**config.mk**
```make
export PLATFORM = sky130hd
export DESIGN_NAME = crlf_line_frame_receiver
export DESIGN_NICKNAME = d
export VERILOG_FILES = /design/src/hw/rtl/clfr_pkg.sv /design/src/hw/rtl/crlf_line_frame_receiver.sv /design/src/hw/rtl/clfr_ram.sv /design/src/hw/rtl/clfr_ctrl.sv
export VERILOG_INCLUDE_DIRS = /design/src /design/src/hw/rtl
export SDC_FILE = /design/constraint.sdc
export NUM_CORES = 1
export LEC_CHECK = 0
export ABC_AREA = 1
export BUFFER_PORTS_ARGS = -buffer_cell sky130_fd_sc_hd__clkbuf_2
export CAP_MARGIN = 20
export CORE_ASPECT_RATIO = 1.1
export CORE_MARGIN = 2
export CORE_UTILIZATION = 50
export CTS_CLUSTER_SIZE = 28
export DETAILED_ROUTE_END_ITERATION = 16
export GPL_TIMING_DRIVEN = 0
export PLACE_DENSITY = 0.68
export SLEW_MARGIN = 20
export SYNTH_ARGS = -nofsm -noshare
export SYNTH_HDL_FRONTEND = slang
export SYNTH_SLANG_ARGS = --single-unit
```
**constraint.sdc**
```tcl
create_clock -name clk_i -period 2.5 [get_ports clk_i]
set_input_delay 0.375 -clock clk_i [delete_from_list [all_inputs] [get_ports clk_i]]
set_output_delay 0.375 -clock clk_i [all_outputs]
set_load 0.01 [all_outputs]
```
**src/hw/rtl/crlf_line_frame_receiver_defines.svh**
```systemverilog
// Assertion macros shared by the CR LF line frame receiver RTL.
// Standalone header; expects clk_i and rst_ni in the including scope.
`ifndef CRLF_LINE_FRAME_RECEIVER_DEFINES_SVH
`define CRLF_LINE_FRAME_RECEIVER_DEFINES_SVH

`ifndef ASSERT_OFF

// Plain property, checked outside reset.
`define CLFR_ASSERT(lbl, prop, msg) \
  lbl: assert property (@(posedge clk_i) disable iff (!rst_ni) (prop)) else $error(msg);

// Same-cycle implication, checked outside reset.
`define CLFR_ASSERT_IMPL(lbl, ante, cons, msg) \
  lbl: assert property (@(posedge clk_i) disable iff (!rst_ni) (ante) |-> (cons)) \
    else $error(msg);

`else

`define CLFR_ASSERT(lbl, prop, msg)
`define CLFR_ASSERT_IMPL(lbl, ante, cons, msg)

`endif

`endif

```
**src/hw/rtl/clfr_pkg.sv**
```systemverilog
// Package for the CR LF line frame receiver: sizes, codes and shared structs.
// No dependencies.
package clfr_pkg;

  // Line buffer depth, legal range 2 to 64.
  localparam int unsigned BUF_DEPTH = 64;
  localparam int unsigned ADDR_W    = $clog2(BUF_DEPTH);
  // Counter wide enough to hold BUF_DEPTH itself.
  localparam int unsigned CNT_W     = $clog2(BUF_DEPTH + 1);

  // Fixed field widths.
  localparam int unsigned CMD_W  = 2;
  localparam int unsigned BYTE_W = 8;
  localparam int unsigned IDX_W  = 6;
  localparam int unsigned LEN_W  = 6;

  localparam logic [BYTE_W-1:0] CHAR_CR = 8'h0d;
  localparam logic [BYTE_W-1:0] CHAR_LF = 8'h0a;

  localparam logic [LEN_W-1:0] EXP_LEN_RST = 6'd8;

  typedef enum logic [CMD_W-1:0] {
    CMD_RX  = 2'd0,
    CMD_ACK = 2'd1,
    CMD_RD  = 2'd2,
    CMD_NOP = 2'd3
  } cmd_e;

  // Frame status as reported with each result.
  typedef struct packed {
    logic             done;
    logic             good;
    logic             err;
    logic [LEN_W-1:0] count;
  } status_t;

  // Line buffer access for one accepted transaction.
  typedef struct packed {
    logic              we;
    logic [ADDR_W-1:0] waddr;
    logic [BYTE_W-1:0] wdata;
    logic              re;
    logic [ADDR_W-1:0] raddr;
  } ram_req_t;

endpackage

```
**src/hw/rtl/crlf_line_frame_receiver.sv**
```systemverilog
// Top level of the CR LF line frame receiver: control state, line buffer RAM,
// status stage and output register. Depends on clfr_pkg, clfr_ctrl, clfr_ram, defines header.
//
//  channel | signals                                      | direction
//  --------+----------------------------------------------+----------
//  in      | in_valid_i/in_ready_o, command, byte, index  | sink
//  cfg     | cfg_valid_i/cfg_ready_o, expected_length_i   | sink
//  out     | out_valid_o/out_ready_i, flags, count, data  | source
//
// One transaction per cycle sustained while the output is not stalled.
// State updates and the buffer write/read happen at the accept edge; the RAM
// read port registers the byte while the status waits in a holding stage.
// Reset clears all control state and the buffer valid bits at once; no sweep.
// A stalled output holds its transaction; the holding stage still takes one more.
// cfg is always ready; users must write cfg only while the block is idle (not enforced).
`include "crlf_line_frame_receiver_defines.svh"

module crlf_line_frame_receiver (
  input  logic                         clk_i,
  input  logic                         rst_ni,
  input  logic                         in_valid_i,
  output logic                         in_ready_o,
  input  logic [clfr_pkg::CMD_W-1:0]   command_i,
  input  logic [clfr_pkg::BYTE_W-1:0]  data_byte_i,
  input  logic [clfr_pkg::IDX_W-1:0]   read_index_i,
  input  logic                         cfg_valid_i,
  output logic                         cfg_ready_o,
  input  logic [clfr_pkg::LEN_W-1:0]   expected_length_i,
  output logic                         out_valid_o,
  input  logic                         out_ready_i,
  output logic                         frame_done_o,
  output logic                         good_flag_o,
  output logic                         error_flag_o,
  output logic [clfr_pkg::LEN_W-1:0]   byte_count_o,
  output logic [clfr_pkg::BYTE_W-1:0]  read_data_o
);

  logic                        acc;
  clfr_pkg::status_t           stat_nxt;
  logic                        rd_hit;
  clfr_pkg::ram_req_t          ram_req;
  logic [clfr_pkg::BYTE_W-1:0] ram_rdata;

  // holding stage: status snapshot, waits for RAM read data
  logic                        s1_vld_q;
  clfr_pkg::status_t           s1_stat_q;
  logic                        s1_hit_q;
  logic                        s1_adv;

  // output register
  logic                        out_vld_q;
  clfr_pkg::status_t           out_stat_q;
  logic [clfr_pkg::BYTE_W-1:0] out_data_q;

  assign cfg_ready_o = 1'b1;
  assign s1_adv      = s1_vld_q && (!out_vld_q || out_ready_i);
  assign in_ready_o  = !s1_vld_q || s1_adv;
  assign acc         = in_valid_i && in_ready_o;

  clfr_ctrl u_ctrl (
    .clk_i        (clk_i),
    .rst_ni       (rst_ni),
    .acc_i        (acc),
    .command_i    (command_i),
    .data_byte_i  (data_byte_i),
    .read_index_i (read_index_i),
    .cfg_we_i     (cfg_valid_i),
    .cfg_data_i   (expected_length_i),
    .stat_o       (stat_nxt),
    .rd_hit_o     (rd_hit),
    .ram_req_o    (ram_req)
  );

  clfr_ram #(
    .WIDTH (clfr_pkg::BYTE_W),
    .DEPTH (clfr_pkg::BUF_DEPTH)
  ) u_buf (
    .clk_i   (clk_i),
    .we_i    (ram_req.we),
    .waddr_i (ram_req.waddr),
    .wdata_i (ram_req.wdata),
    .re_i    (rd_hit),
    .raddr_i (ram_req.raddr),
    .rdata_o (ram_rdata)
  );

  always_ff @(posedge clk_i or negedge rst_ni) begin
    if (!rst_ni) begin
      s1_vld_q  <= 1'b0;
      out_vld_q <= 1'b0;
    end else begin
      if (acc) begin
        s1_vld_q <= 1'b1;
      end else if (s1_adv) begin
        s1_vld_q <= 1'b0;
      end
      if (s1_adv) begin
        out_vld_q <= 1'b1;
      end else if (out_ready_i) begin
        out_vld_q <= 1'b0;
      end
    end
  end

  // payload, no reset
  always_ff @(posedge clk_i) begin
    if (acc) begin
      s1_stat_q <= stat_nxt;
      s1_hit_q  <= rd_hit;
    end
    if (s1_adv) begin
      out_stat_q <= s1_stat_q;
      out_data_q <= s1_hit_q ? ram_rdata : '0;
    end
  end

  assign out_valid_o  = out_vld_q;
  assign frame_done_o = out_stat_q.done;
  assign good_flag_o  = out_stat_q.good;
  assign error_flag_o = out_stat_q.err;
  assign byte_count_o = out_stat_q.count;
  assign read_data_o  = out_data_q;

  `CLFR_ASSERT(a_s1_hold,
    s1_vld_q && !s1_adv |=> s1_vld_q && $stable(s1_stat_q) && $stable(ram_rdata),
    "holding stage lost its transaction while stalled")
  `CLFR_ASSERT_IMPL(a_done_reported_good, out_vld_q && out_stat_q.done,
    out_stat_q.good && !out_stat_q.err, "done frame reported without good flag")
  `CLFR_ASSERT_IMPL(a_no_write_on_read, rd_hit, !ram_req.we,
    "buffer written and read by one transaction")

endmodule

```
**src/hw/rtl/clfr_ram.sv**
```systemverilog
// Generic single-port-write, single-port-read RAM with registered read data.
// No dependencies.
module clfr_ram #(
  parameter int unsigned WIDTH = 8,
  parameter int unsigned DEPTH = 64
) (
  input  logic                     clk_i,
  input  logic                     we_i,
  input  logic [$clog2(DEPTH)-1:0] waddr_i,
  input  logic [WIDTH-1:0]         wdata_i,
  input  logic                     re_i,
  input  logic [$clog2(DEPTH)-1:0] raddr_i,
  output logic [WIDTH-1:0]         rdata_o
);

  logic [WIDTH-1:0] mem_q [DEPTH];
  logic [WIDTH-1:0] rdata_q;

  always_ff @(posedge clk_i) begin
    if (we_i) begin
      mem_q[waddr_i] <= wdata_i;
    end
    if (re_i) begin
      rdata_q <= mem_q[raddr_i];
    end
  end

  assign rdata_o = rdata_q;

endmodule

```
**src/hw/rtl/clfr_ctrl.sv**
```systemverilog
// Frame control state of the CR LF line frame receiver: count, CR seen,
// done and sticky flags, buffer valid bits. Depends on clfr_pkg and the defines header.
`include "crlf_line_frame_receiver_defines.svh"

module clfr_ctrl (
  input  logic                         clk_i,
  input  logic                         rst_ni,
  input  logic                         acc_i,
  input  logic [clfr_pkg::CMD_W-1:0]   command_i,
  input  logic [clfr_pkg::BYTE_W-1:0]  data_byte_i,
  input  logic [clfr_pkg::IDX_W-1:0]   read_index_i,
  input  logic                         cfg_we_i,
  input  logic [clfr_pkg::LEN_W-1:0]   cfg_data_i,
  output clfr_pkg::status_t            stat_o,
  output logic                         rd_hit_o,
  output clfr_pkg::ram_req_t           ram_req_o
);

  logic [clfr_pkg::CNT_W-1:0]     count_q, count_d, count_inc;
  logic                           cr_q, cr_d;
  logic                           done_q, done_d;
  logic                           good_q, good_d;
  logic                           err_q, err_d;
  logic [clfr_pkg::LEN_W-1:0]     exp_len_q;
  logic [clfr_pkg::BUF_DEPTH-1:0] vld_q, vld_d;
  logic                           rd_in_range;
  logic                           len_match;
  clfr_pkg::cmd_e                 cmd;

  assign cmd         = clfr_pkg::cmd_e'(command_i);
  assign count_inc   = count_q + clfr_pkg::CNT_W'(1);
  assign rd_in_range = (clfr_pkg::IDX_W+1)'(read_index_i)
                     < (clfr_pkg::IDX_W+1)'(clfr_pkg::BUF_DEPTH);
  assign len_match   = (clfr_pkg::IDX_W+1)'(count_q) == (clfr_pkg::IDX_W+1)'(exp_len_q);

  always_comb begin
    count_d   = count_q;
    cr_d      = cr_q;
    done_d    = done_q;
    good_d    = good_q;
    err_d     = err_q;
    vld_d     = vld_q;
    ram_req_o = '0;
    ram_req_o.waddr = count_q[clfr_pkg::ADDR_W-1:0];
    ram_req_o.wdata = data_byte_i;
    ram_req_o.raddr = read_index_i[clfr_pkg::ADDR_W-1:0];
    if (acc_i) begin
      unique case (cmd)
        clfr_pkg::CMD_RX: begin
          if (!done_q) begin
            if (cr_q) begin
              if (data_byte_i == clfr_pkg::CHAR_LF && len_match) begin
                done_d = 1'b1;
                good_d = 1'b1;
                err_d  = 1'b0;
              end else begin
                // bad terminator or wrong length: restart
                err_d   = 1'b1;
                count_d = '0;
                cr_d    = 1'b0;
                if (data_byte_i == clfr_pkg::CHAR_LF) begin
                  good_d = 1'b0;
                end
              end
            end else if (data_byte_i == clfr_pkg::CHAR_CR) begin
              cr_d = 1'b1;
            end else begin
              ram_req_o.we = 1'b1;
              vld_d[count_q[clfr_pkg::ADDR_W-1:0]] = 1'b1;
              if (count_inc == clfr_pkg::CNT_W'(clfr_pkg::BUF_DEPTH)) begin
                // overflow: bytes stay, count restarts
                err_d   = 1'b1;
                count_d = '0;
              end else begin
                count_d = count_inc;
              end
            end
          end
        end
        clfr_pkg::CMD_ACK: begin
          done_d  = 1'b0;
          good_d  = 1'b0;
          err_d   = 1'b0;
          count_d = '0;
          cr_d    = 1'b0;
        end
        clfr_pkg::CMD_RD: begin
          ram_req_o.re = rd_in_range;
        end
        clfr_pkg::CMD_NOP: begin
        end
        default: begin
        end
      endcase
    end
  end

  // Entries never written read as zero.
  assign rd_hit_o = ram_req_o.re && vld_q[ram_req_o.raddr];

  assign stat_o.done  = done_d;
  assign stat_o.good  = good_d;
  assign stat_o.err   = err_d;
  assign stat_o.count = clfr_pkg::LEN_W'(count_d);

  always_ff @(posedge clk_i or negedge rst_ni) begin
    if (!rst_ni) begin
      count_q   <= '0;
      cr_q      <= 1'b0;
      done_q    <= 1'b0;
      good_q    <= 1'b0;
      err_q     <= 1'b0;
      vld_q     <= '0;
      exp_len_q <= clfr_pkg::EXP_LEN_RST;
    end else begin
      count_q <= count_d;
      cr_q    <= cr_d;
      done_q  <= done_d;
      good_q  <= good_d;
      err_q   <= err_d;
      vld_q   <= vld_d;
      if (cfg_we_i) begin
        exp_len_q <= cfg_data_i;
      end
    end
  end

  `CLFR_ASSERT(a_count_below_depth,
    count_q < clfr_pkg::CNT_W'(clfr_pkg::BUF_DEPTH), "count reached buffer depth")
  `CLFR_ASSERT_IMPL(a_done_flags, done_q, good_q && !err_q && cr_q,
    "held frame without good flag or CR")
  `CLFR_ASSERT_IMPL(a_done_holds, done_q && !(acc_i && cmd == clfr_pkg::CMD_ACK),
    !ram_req_o.we && done_d && count_d == count_q, "held frame modified by receive")

endmodule
```
==> reports/qor.txt, run 1 <==
outcome -> finished with violations
violated checks -> setup timing
Fill cells -> 4,186
logic gate share of total power -> 8.5%
Nets -> 2,421
clock skew -> 0.0175 ns
origin of the worst setup path -> u_ctrl.count_q[1]
vias in the first global route -> 17,400
Vias -> 18,500
WS Path Type -> reg -> reg
starting density of the core -> 50.8%
Static Leakage -> 0.0112 uW
core area -> 51,500 sq um
data required time at the worst endpoint -> 2.76 ns
ys flop type -> edfxtp_1
cell area after synthesis -> 26,200 sq um
Die Wd -> 222 um
Buf/Inv on CP -> 2
final WL -> 83,200 um
CP max FO -> 9
Yosys reg bits -> 630
CTS tree -> done
Routed Antenna Nets -> 0
RSZ-0062 raised after global routing -> true
Tmin final -> 2.60 ns
clock tree buffer depth -> 3
relative slew slack -> 37.0%
Tcrit/Tclk final -> 104%
register area -> 18,500 sq um
Arrival @ worst endpoint -> 2.85 ns
first-pass GRT wire length -> 119,000 um
min-delay src -> in_valid_i
clock tree sinks -> 630
Final setup viols -> 56
total chip power -> 23,200 uW
initial antenna violation count -> 2
die height -> 244 um
Residual DRC -> 0
final setup TNS -> -2.85 ns
initial DRC count -> 2,203
fin. max-slew vios -> 0
clock-pin slew on the worst setup and hold paths -> 0.06 ns
Ports -> 47
drt wl/cell -> 26.7 um
post-CTS setup buffers -> 0
startpoint class of the critical path -> register
CP peak stage delay -> 0.79 ns
final hold violation count -> 0
Final Util -> 57.8%
Worst R2R Start -> u_ctrl.count_q[1]
syn_nets -> 2,300
largest delay contributor family on the critical path -> simple AND/OR/NAND/NOR gates
Peak Freq -> 385 MHz
ys async rst share -> 13.2%
largest family of logic cells by synthesized area -> simple AND/OR/NAND/NOR gates
GRT Total Usage -> 30.9%
layout cells sized above 1 -> 13.9%
Slowest-stage cell, CP -> nor2_2
port buffer count -> 40
DR pass1 iterations -> 5
post-synthesis mux area share -> 0.0430%
Root Buffer -> clkbuf_16
worst-margin pin slew -> 0.942 ns
final worst slack -> -0.0960 ns
internal power -> 17,700 uW
# Max-Cap Violations -> 0
via/cell ratio -> 5.95
fraction of the mapped netlist area in adder cells -> 0.0478%
post-DP HPWL -> 58,000 um
DIE AREA -> 54,200 sq um
Layout Area Growth over Synthesis -> 13.7%
Net Sw Power -> 5500 uW
Multi-input gate area -> 6850 sq um
pin count of the biggest net entering global routing -> 84
Critical Path Sink Type -> register
Post-Synth XOR/XNOR Area -> 0.100%
syn_area_per_cell -> 11.5 sq um
Post-synth EDFFs -> 547
worst-path cell chain -> buf_2 -> inv_2 -> nand3_1 -> nor2_2
Hold WC Path Type -> in -> reg
Seq pwr share -> 50.3%
Placer Congestion -> 0.955
clock network power share -> 41.3%
cts bufs inserted -> 60
peak supply drop -> 655 uV
# rows -> 87
post-synth cell types -> 45
post-synthesis compound-gate area fraction -> 3.68%
Mapped Cells -> 2,272
Post-Synth Simple-Gate Area -> 21.7%
Remaining Overflow, GRT -> 0
Seq/Total Area, Yosys -> 70.7%
Power Density -> 780 nW/um^2
clock latency on the worst-skew pair -> 0.64 ns
Sw Ratio -> 23.7%
YS warnings -> 0
# diodes -> 0
Max H-tree Level -> 2
per-layer routing:
metal	GRT usage [%]	wire, um
met1	41.5	32200
met2	47.6	37400
met3	7.21	9070
met4	15.1	4430
met5	0	26
repair_timing:
item	CTS	global route
hold endpoints to repair	89	0
hold buffers	9	0
endpoints found under the setup margin	138	237
resized for setup	12	19
cells in the mapped netlist, types with 48 or more instances:
master | instances | area share, %
nor2_1 | 84 | 1.2
dfrtp_1 | 82 | 7.8
o21ai_0 | 51 | 0.98
edfxtp_1 | 547 | 63
inv_1 | 56 | 0.80
nand2_1 | 635 | 9.1
or2_1 | 62 | 1.5
nor2_2 | 53 | 1.3
nand3_1 | 395 | 7.6
a21oi_1 | 48 | 0.92
buf_2 | 72 | 1.4
o21ai_1 | 52 | 0.99
power groups by stage:
stage,sequential [uW],clock (uW),combinational (uW)
after floorplan,11900,0,938
after global placement,11900,0,1790
after detailed placement,11900,0,1860
after CTS,11700,9620,1890
after global routing,11700,10000,2070
final,11700,9570,1970
per-stage QoR:
step	std cells	area, sq um	hold slack, ns	setup WS [ns]
6_report	3112	29700	0.0234	-0.0960
5_1_grt	3112	29700	0.0246	-0.107
4_1_cts	3112	29700	0.00413	-0.153
3_5_place_dp	2989	27400	0.409	-0.678
3_3_place_gp	2979	27200	0.412	-1.54
2_1_floorplan	2272	26200	0.0794	0.383
worst paths after layout:
kind | endpoint | slack (ns) | cells after the start
worst min-delay path | s1_vld_q | 0.02 | 3
worst max-delay path | u_buf.mem_q[49][3] | -0.1 | 4
max in group asynchronous | u_ctrl.vld_q[24] | 1.63 | 2
min in group asynchronous | u_ctrl.good_q | 0.36 | 2
worst max register to register | u_buf.mem_q[49][3] | -0.1 | 4
worst min register to register | byte_count_o[1] | 0.42 | 0
cell usage in the layout (no fill, tap or decap), types with 2 or more instances in the layout:
cell | netlist | final
nand2_4 | 2 | 2
clkinv_2 | 0 | 11
inv_2 | 10 | 10
bufinv_16 | 0 | 7
nor2_4 | 1 | 19
o21ai_1 | 52 | 52
nor2_1 | 84 | 74
nand3_4 | 9 | 9
buf_12 | 0 | 5
nand2_1 | 635 | 635
buf_2 | 72 | 72
dfrtp_1 | 82 | 82
nand4_1 | 3 | 3
inv_1 | 56 | 56
or2_1 | 62 | 62
clkinv_1 | 3 | 3
clkbuf_4 | 0 | 8
buf_16 | 0 | 3
nor3_2 | 0 | 2
clkbuf_8 | 0 | 13
o21ai_0 | 51 | 51
buf_1 | 7 | 7
clkbuf_2 | 0 | 31
nor2_2 | 53 | 45
nand3_2 | 0 | 2
dlygate4sd3_1 | 0 | 9
a21oi_2 | 0 | 2
clkbuf_1 | 32 | 50
nand3_1 | 395 | 393
clkinvlp_4 | 0 | 2
o22ai_1 | 24 | 24
xor2_1 | 2 | 2
clkbuf_16 | 0 | 62
inv_6 | 0 | 2
buf_4 | 18 | 19
buf_6 | 2 | 3
a21oi_1 | 48 | 46
edfxtp_1 | 547 | 547
final cells by class:
class / count / area share, %
well taps: 667 / 2.81
clock buffers: 92 / 6.00
flip-flops and latches: 630 / 62.2
repair buffers: 59 / 1.75
clock inverters: 22 / 1.00
multi-input cells: 1439 / 23.0
plain buffers: 131 / 2.23
inverters: 72 / 0.984
worst reg2reg max path: cells and delay by family, from the launching register on:
family | cells | cell delay, ns
simple gates | 2 | 1.48
flops | 1 | 0.38
buf+inv | 2 | 0.35
sequential cells by signal, indices dropped and copies added (netlist names), 6 cells and up:
name / flops
byte_count_o: 6
u_buf.mem_q: 512
u_buf.rdata_o: 8
u_ctrl.vld_q: 64
s1_stat_q: 9
u_ctrl.exp_len_q: 6
u_ctrl.count_q: 7
read_data_o: 8
logic make-up after synthesis:
family          Yosys count
buf+inv                 203
flops                   630
compound gates          182
fa+ha+maj                 1
simple gates           1251
mux                       1
other cells               1
xor+xnor                  3
(Power assumes the default switching activity.)
==> run 2, diff against run 1 <==
- CORE_UTILIZATION: 50 -> 60
- PLACE_DENSITY: 0.68 -> 0.79
==> run 2 against run 1 <==
Effect of this change:
- the run still ends with setup timing left
- first-iteration DRC count rose by 30%
- worst setup slack worse by 0.062 ns
- global-route usage increased by 6.8 points
- non-clock buffer count down 1
==> reports/qor.txt, run 2 (synthesis gave the netlist of run 1 again) <==
worst-path cell chain -> buf_2 -> inv_2 -> nand3_1 -> nor2_2
logic gate share of total power -> 8.5%
largest delay contributor family on the critical path -> simple AND/OR/NAND/NOR gates
Static Leakage -> 0.0112 uW
# Max-Cap Violations -> 0
Remaining Overflow, GRT -> 0
Fill cells -> 3,120
Final Non-Filler Cells -> 3,016
Residual DRC -> 0
clock tree sinks -> 630
post-DP HPWL -> 57,600 um
GRT Total Usage -> 37.7%
Sw Ratio -> 23.9%
Peak Freq -> 376 MHz
via/cell ratio -> 6.34
Multi-input gate area -> 6790 sq um
final hold violation count -> 0
relative slew slack -> 31.1%
initial DRC count -> 2,856
Vias -> 19,100
Nets -> 2,419
die height -> 223 um
core area -> 43,200 sq um
Root Buffer -> clkbuf_16
DR pass1 iterations -> 9
CP peak stage delay -> 0.86 ns
starting density of the core -> 60.5%
clock skew -> 0.0308 ns
clock latency on the worst-skew pair -> 0.65 ns
CP max FO -> 9
pin count of the biggest net entering global routing -> 84
clock-pin slew on the worst setup and hold paths -> 0.06 ns
# placed instances -> 2,895
data required time at the worst endpoint -> 2.75 ns
peak supply drop -> 790 uV
final worst slack -> -0.158 ns
final setup TNS -> -11.26 ns
cts bufs inserted -> 59
first-pass GRT wire length -> 121,000 um
Buf/Inv on CP -> 2
Largest regs -> u_buf.mem_q: 512 flops, u_ctrl.vld_q: 64 flops, s1_stat_q: 9 flops
vias in the first global route -> 18,400
clock tree buffer depth -> 3
clock network power share -> 41.0%
commonest non-fill, non-tap cell in the layout -> nand2_1
WS Path Type -> reg -> reg
Final Util -> 68.2%
CTS tree -> done
initial antenna violation count -> 4
# diodes -> 0
Largest Register -> u_buf.mem_q
worst-margin pin slew -> 1.03 ns
Seq pwr share -> 50.6%
Power Density -> 782 nW/um^2
Ports -> 47
post-CTS setup buffers -> 0
fin. max-slew vios -> 0
# rows -> 80
Die Wd -> 203 um
RSZ-0062 raised after global routing -> true
final WL -> 83,900 um
DP Worst Slack -> -0.699 ns
violated checks -> setup timing
Tcrit/Tclk final -> 106%
Placer Congestion -> 1.04
Tmin final -> 2.66 ns
Max H-tree Level -> 2
Slowest-stage cell, CP -> nor2_2
Net Sw Power -> 5510 uW
DIE AREA -> 45,300 sq um
startpoint class of the critical path -> register
Arrival @ worst endpoint -> 2.91 ns
Critical Path Sink Type -> register
outcome -> finished with violations
most frequent cells in the layout -> nand2_1, edfxtp_1, nand3_1
Layout Area Growth over Synthesis -> 12.7%
register area -> 18,500 sq um
Routed Antenna Nets -> 0
Final setup viols -> 179
Hold WC Path Type -> in -> reg
drt wl/cell -> 27.8 um
total chip power -> 23,100 uW
layout cells sized above 1 -> 13.4%
max reg flops -> 512
internal power -> 17,600 uW
port buffer count -> 40
run 2: cell types whose count changed in the layout (fill, tap and decap cells not counted), moves of 3 or more:
| cell | previous run | this run |
|---|---|---|
| nor2_4 | 19 | 9 |
| clkinv_4 | 0 | 3 |
| nor2_2 | 45 | 54 |
| clkbuf_8 | 13 | 4 |
| clkbuf_1 | 50 | 46 |
| clkinv_1 | 3 | 12 |
run 2: power groups by stage:
stage / Clock, uW / Sequential (uW) / Combinational [uW]
after global routing: 9810 / 11700 / 2050
after CTS: 9420 / 11700 / 1880
after floorplan: 0 / 11900 / 938
after global placement: 0 / 11900 / 1770
after detailed placement: 0 / 11900 / 1850
final: 9450 / 11700 / 1960
run 2: worst paths after layout:
check / start / to / slack, ns / cells after the start
max: u_ctrl.count_q[1] / u_buf.mem_q[56][1] / -0.16 / 4
min: in_valid_i / s1_vld_q / 0.02 / 3
max reg2reg: u_ctrl.count_q[1] / u_buf.mem_q[56][1] / -0.16 / 4
min reg2reg: s1_stat_q[0] / byte_count_o[0] / 0.42 / 0
max in group asynchronous: rst_ni / u_ctrl.vld_q[24] / 1.58 / 2
min in group asynchronous: rst_ni / u_ctrl.good_q / 0.36 / 2
run 2: per-layer routing:
layer	vias to the layer above	track usage, %	wire length [um]
met4	6	19.5	4990
met1	9283	49.2	29400
met5	-	0	50
li1	8142	-	-
met2	1397	58.3	38500
met3	292	10.4	11000
run 2: worst reg2reg max path: stages, from the launching register on:
cell and delay, ns:
dfrtp_1 0.38, buf_2 0.20, inv_2 0.15, nand3_1 0.67, nor2_2 0.86
run 2: layout make-up:
cell class	count	area share, %
sequential	630	62.7
multi-input combinational	1439	23.0
clock buffer	78	5.49
tap	574	2.43
buffer	131	2.25
timing repair buffer	58	1.67
clock inverter	34	1.41
inverter	72	0.993
run 2: repair_timing:
| action | 4_1_cts | 5_1_grt |
|---|---|---|
| endpoints found under the setup margin | 67 | 257 |
| hold buffers | 9 | 0 |
| pin swaps | 0 | 0 |
| endpoints found under the hold margin | 89 | 0 |
| gates resized for setup | 7 | 11 |
run 2: through the flow:
| stage | instance area [sq um] | hold WS (ns) |
|---|---|---|
| 2_1_floorplan | 26200 | 0.0794 |
| 4_1_cts | 29500 | 0.0102 |
| 3_5_place_dp | 27300 | 0.405 |
| 3_3_place_gp | 27100 | 0.422 |
| 5_1_grt | 29500 | 0.0194 |
| 6_report | 29500 | 0.0202 |
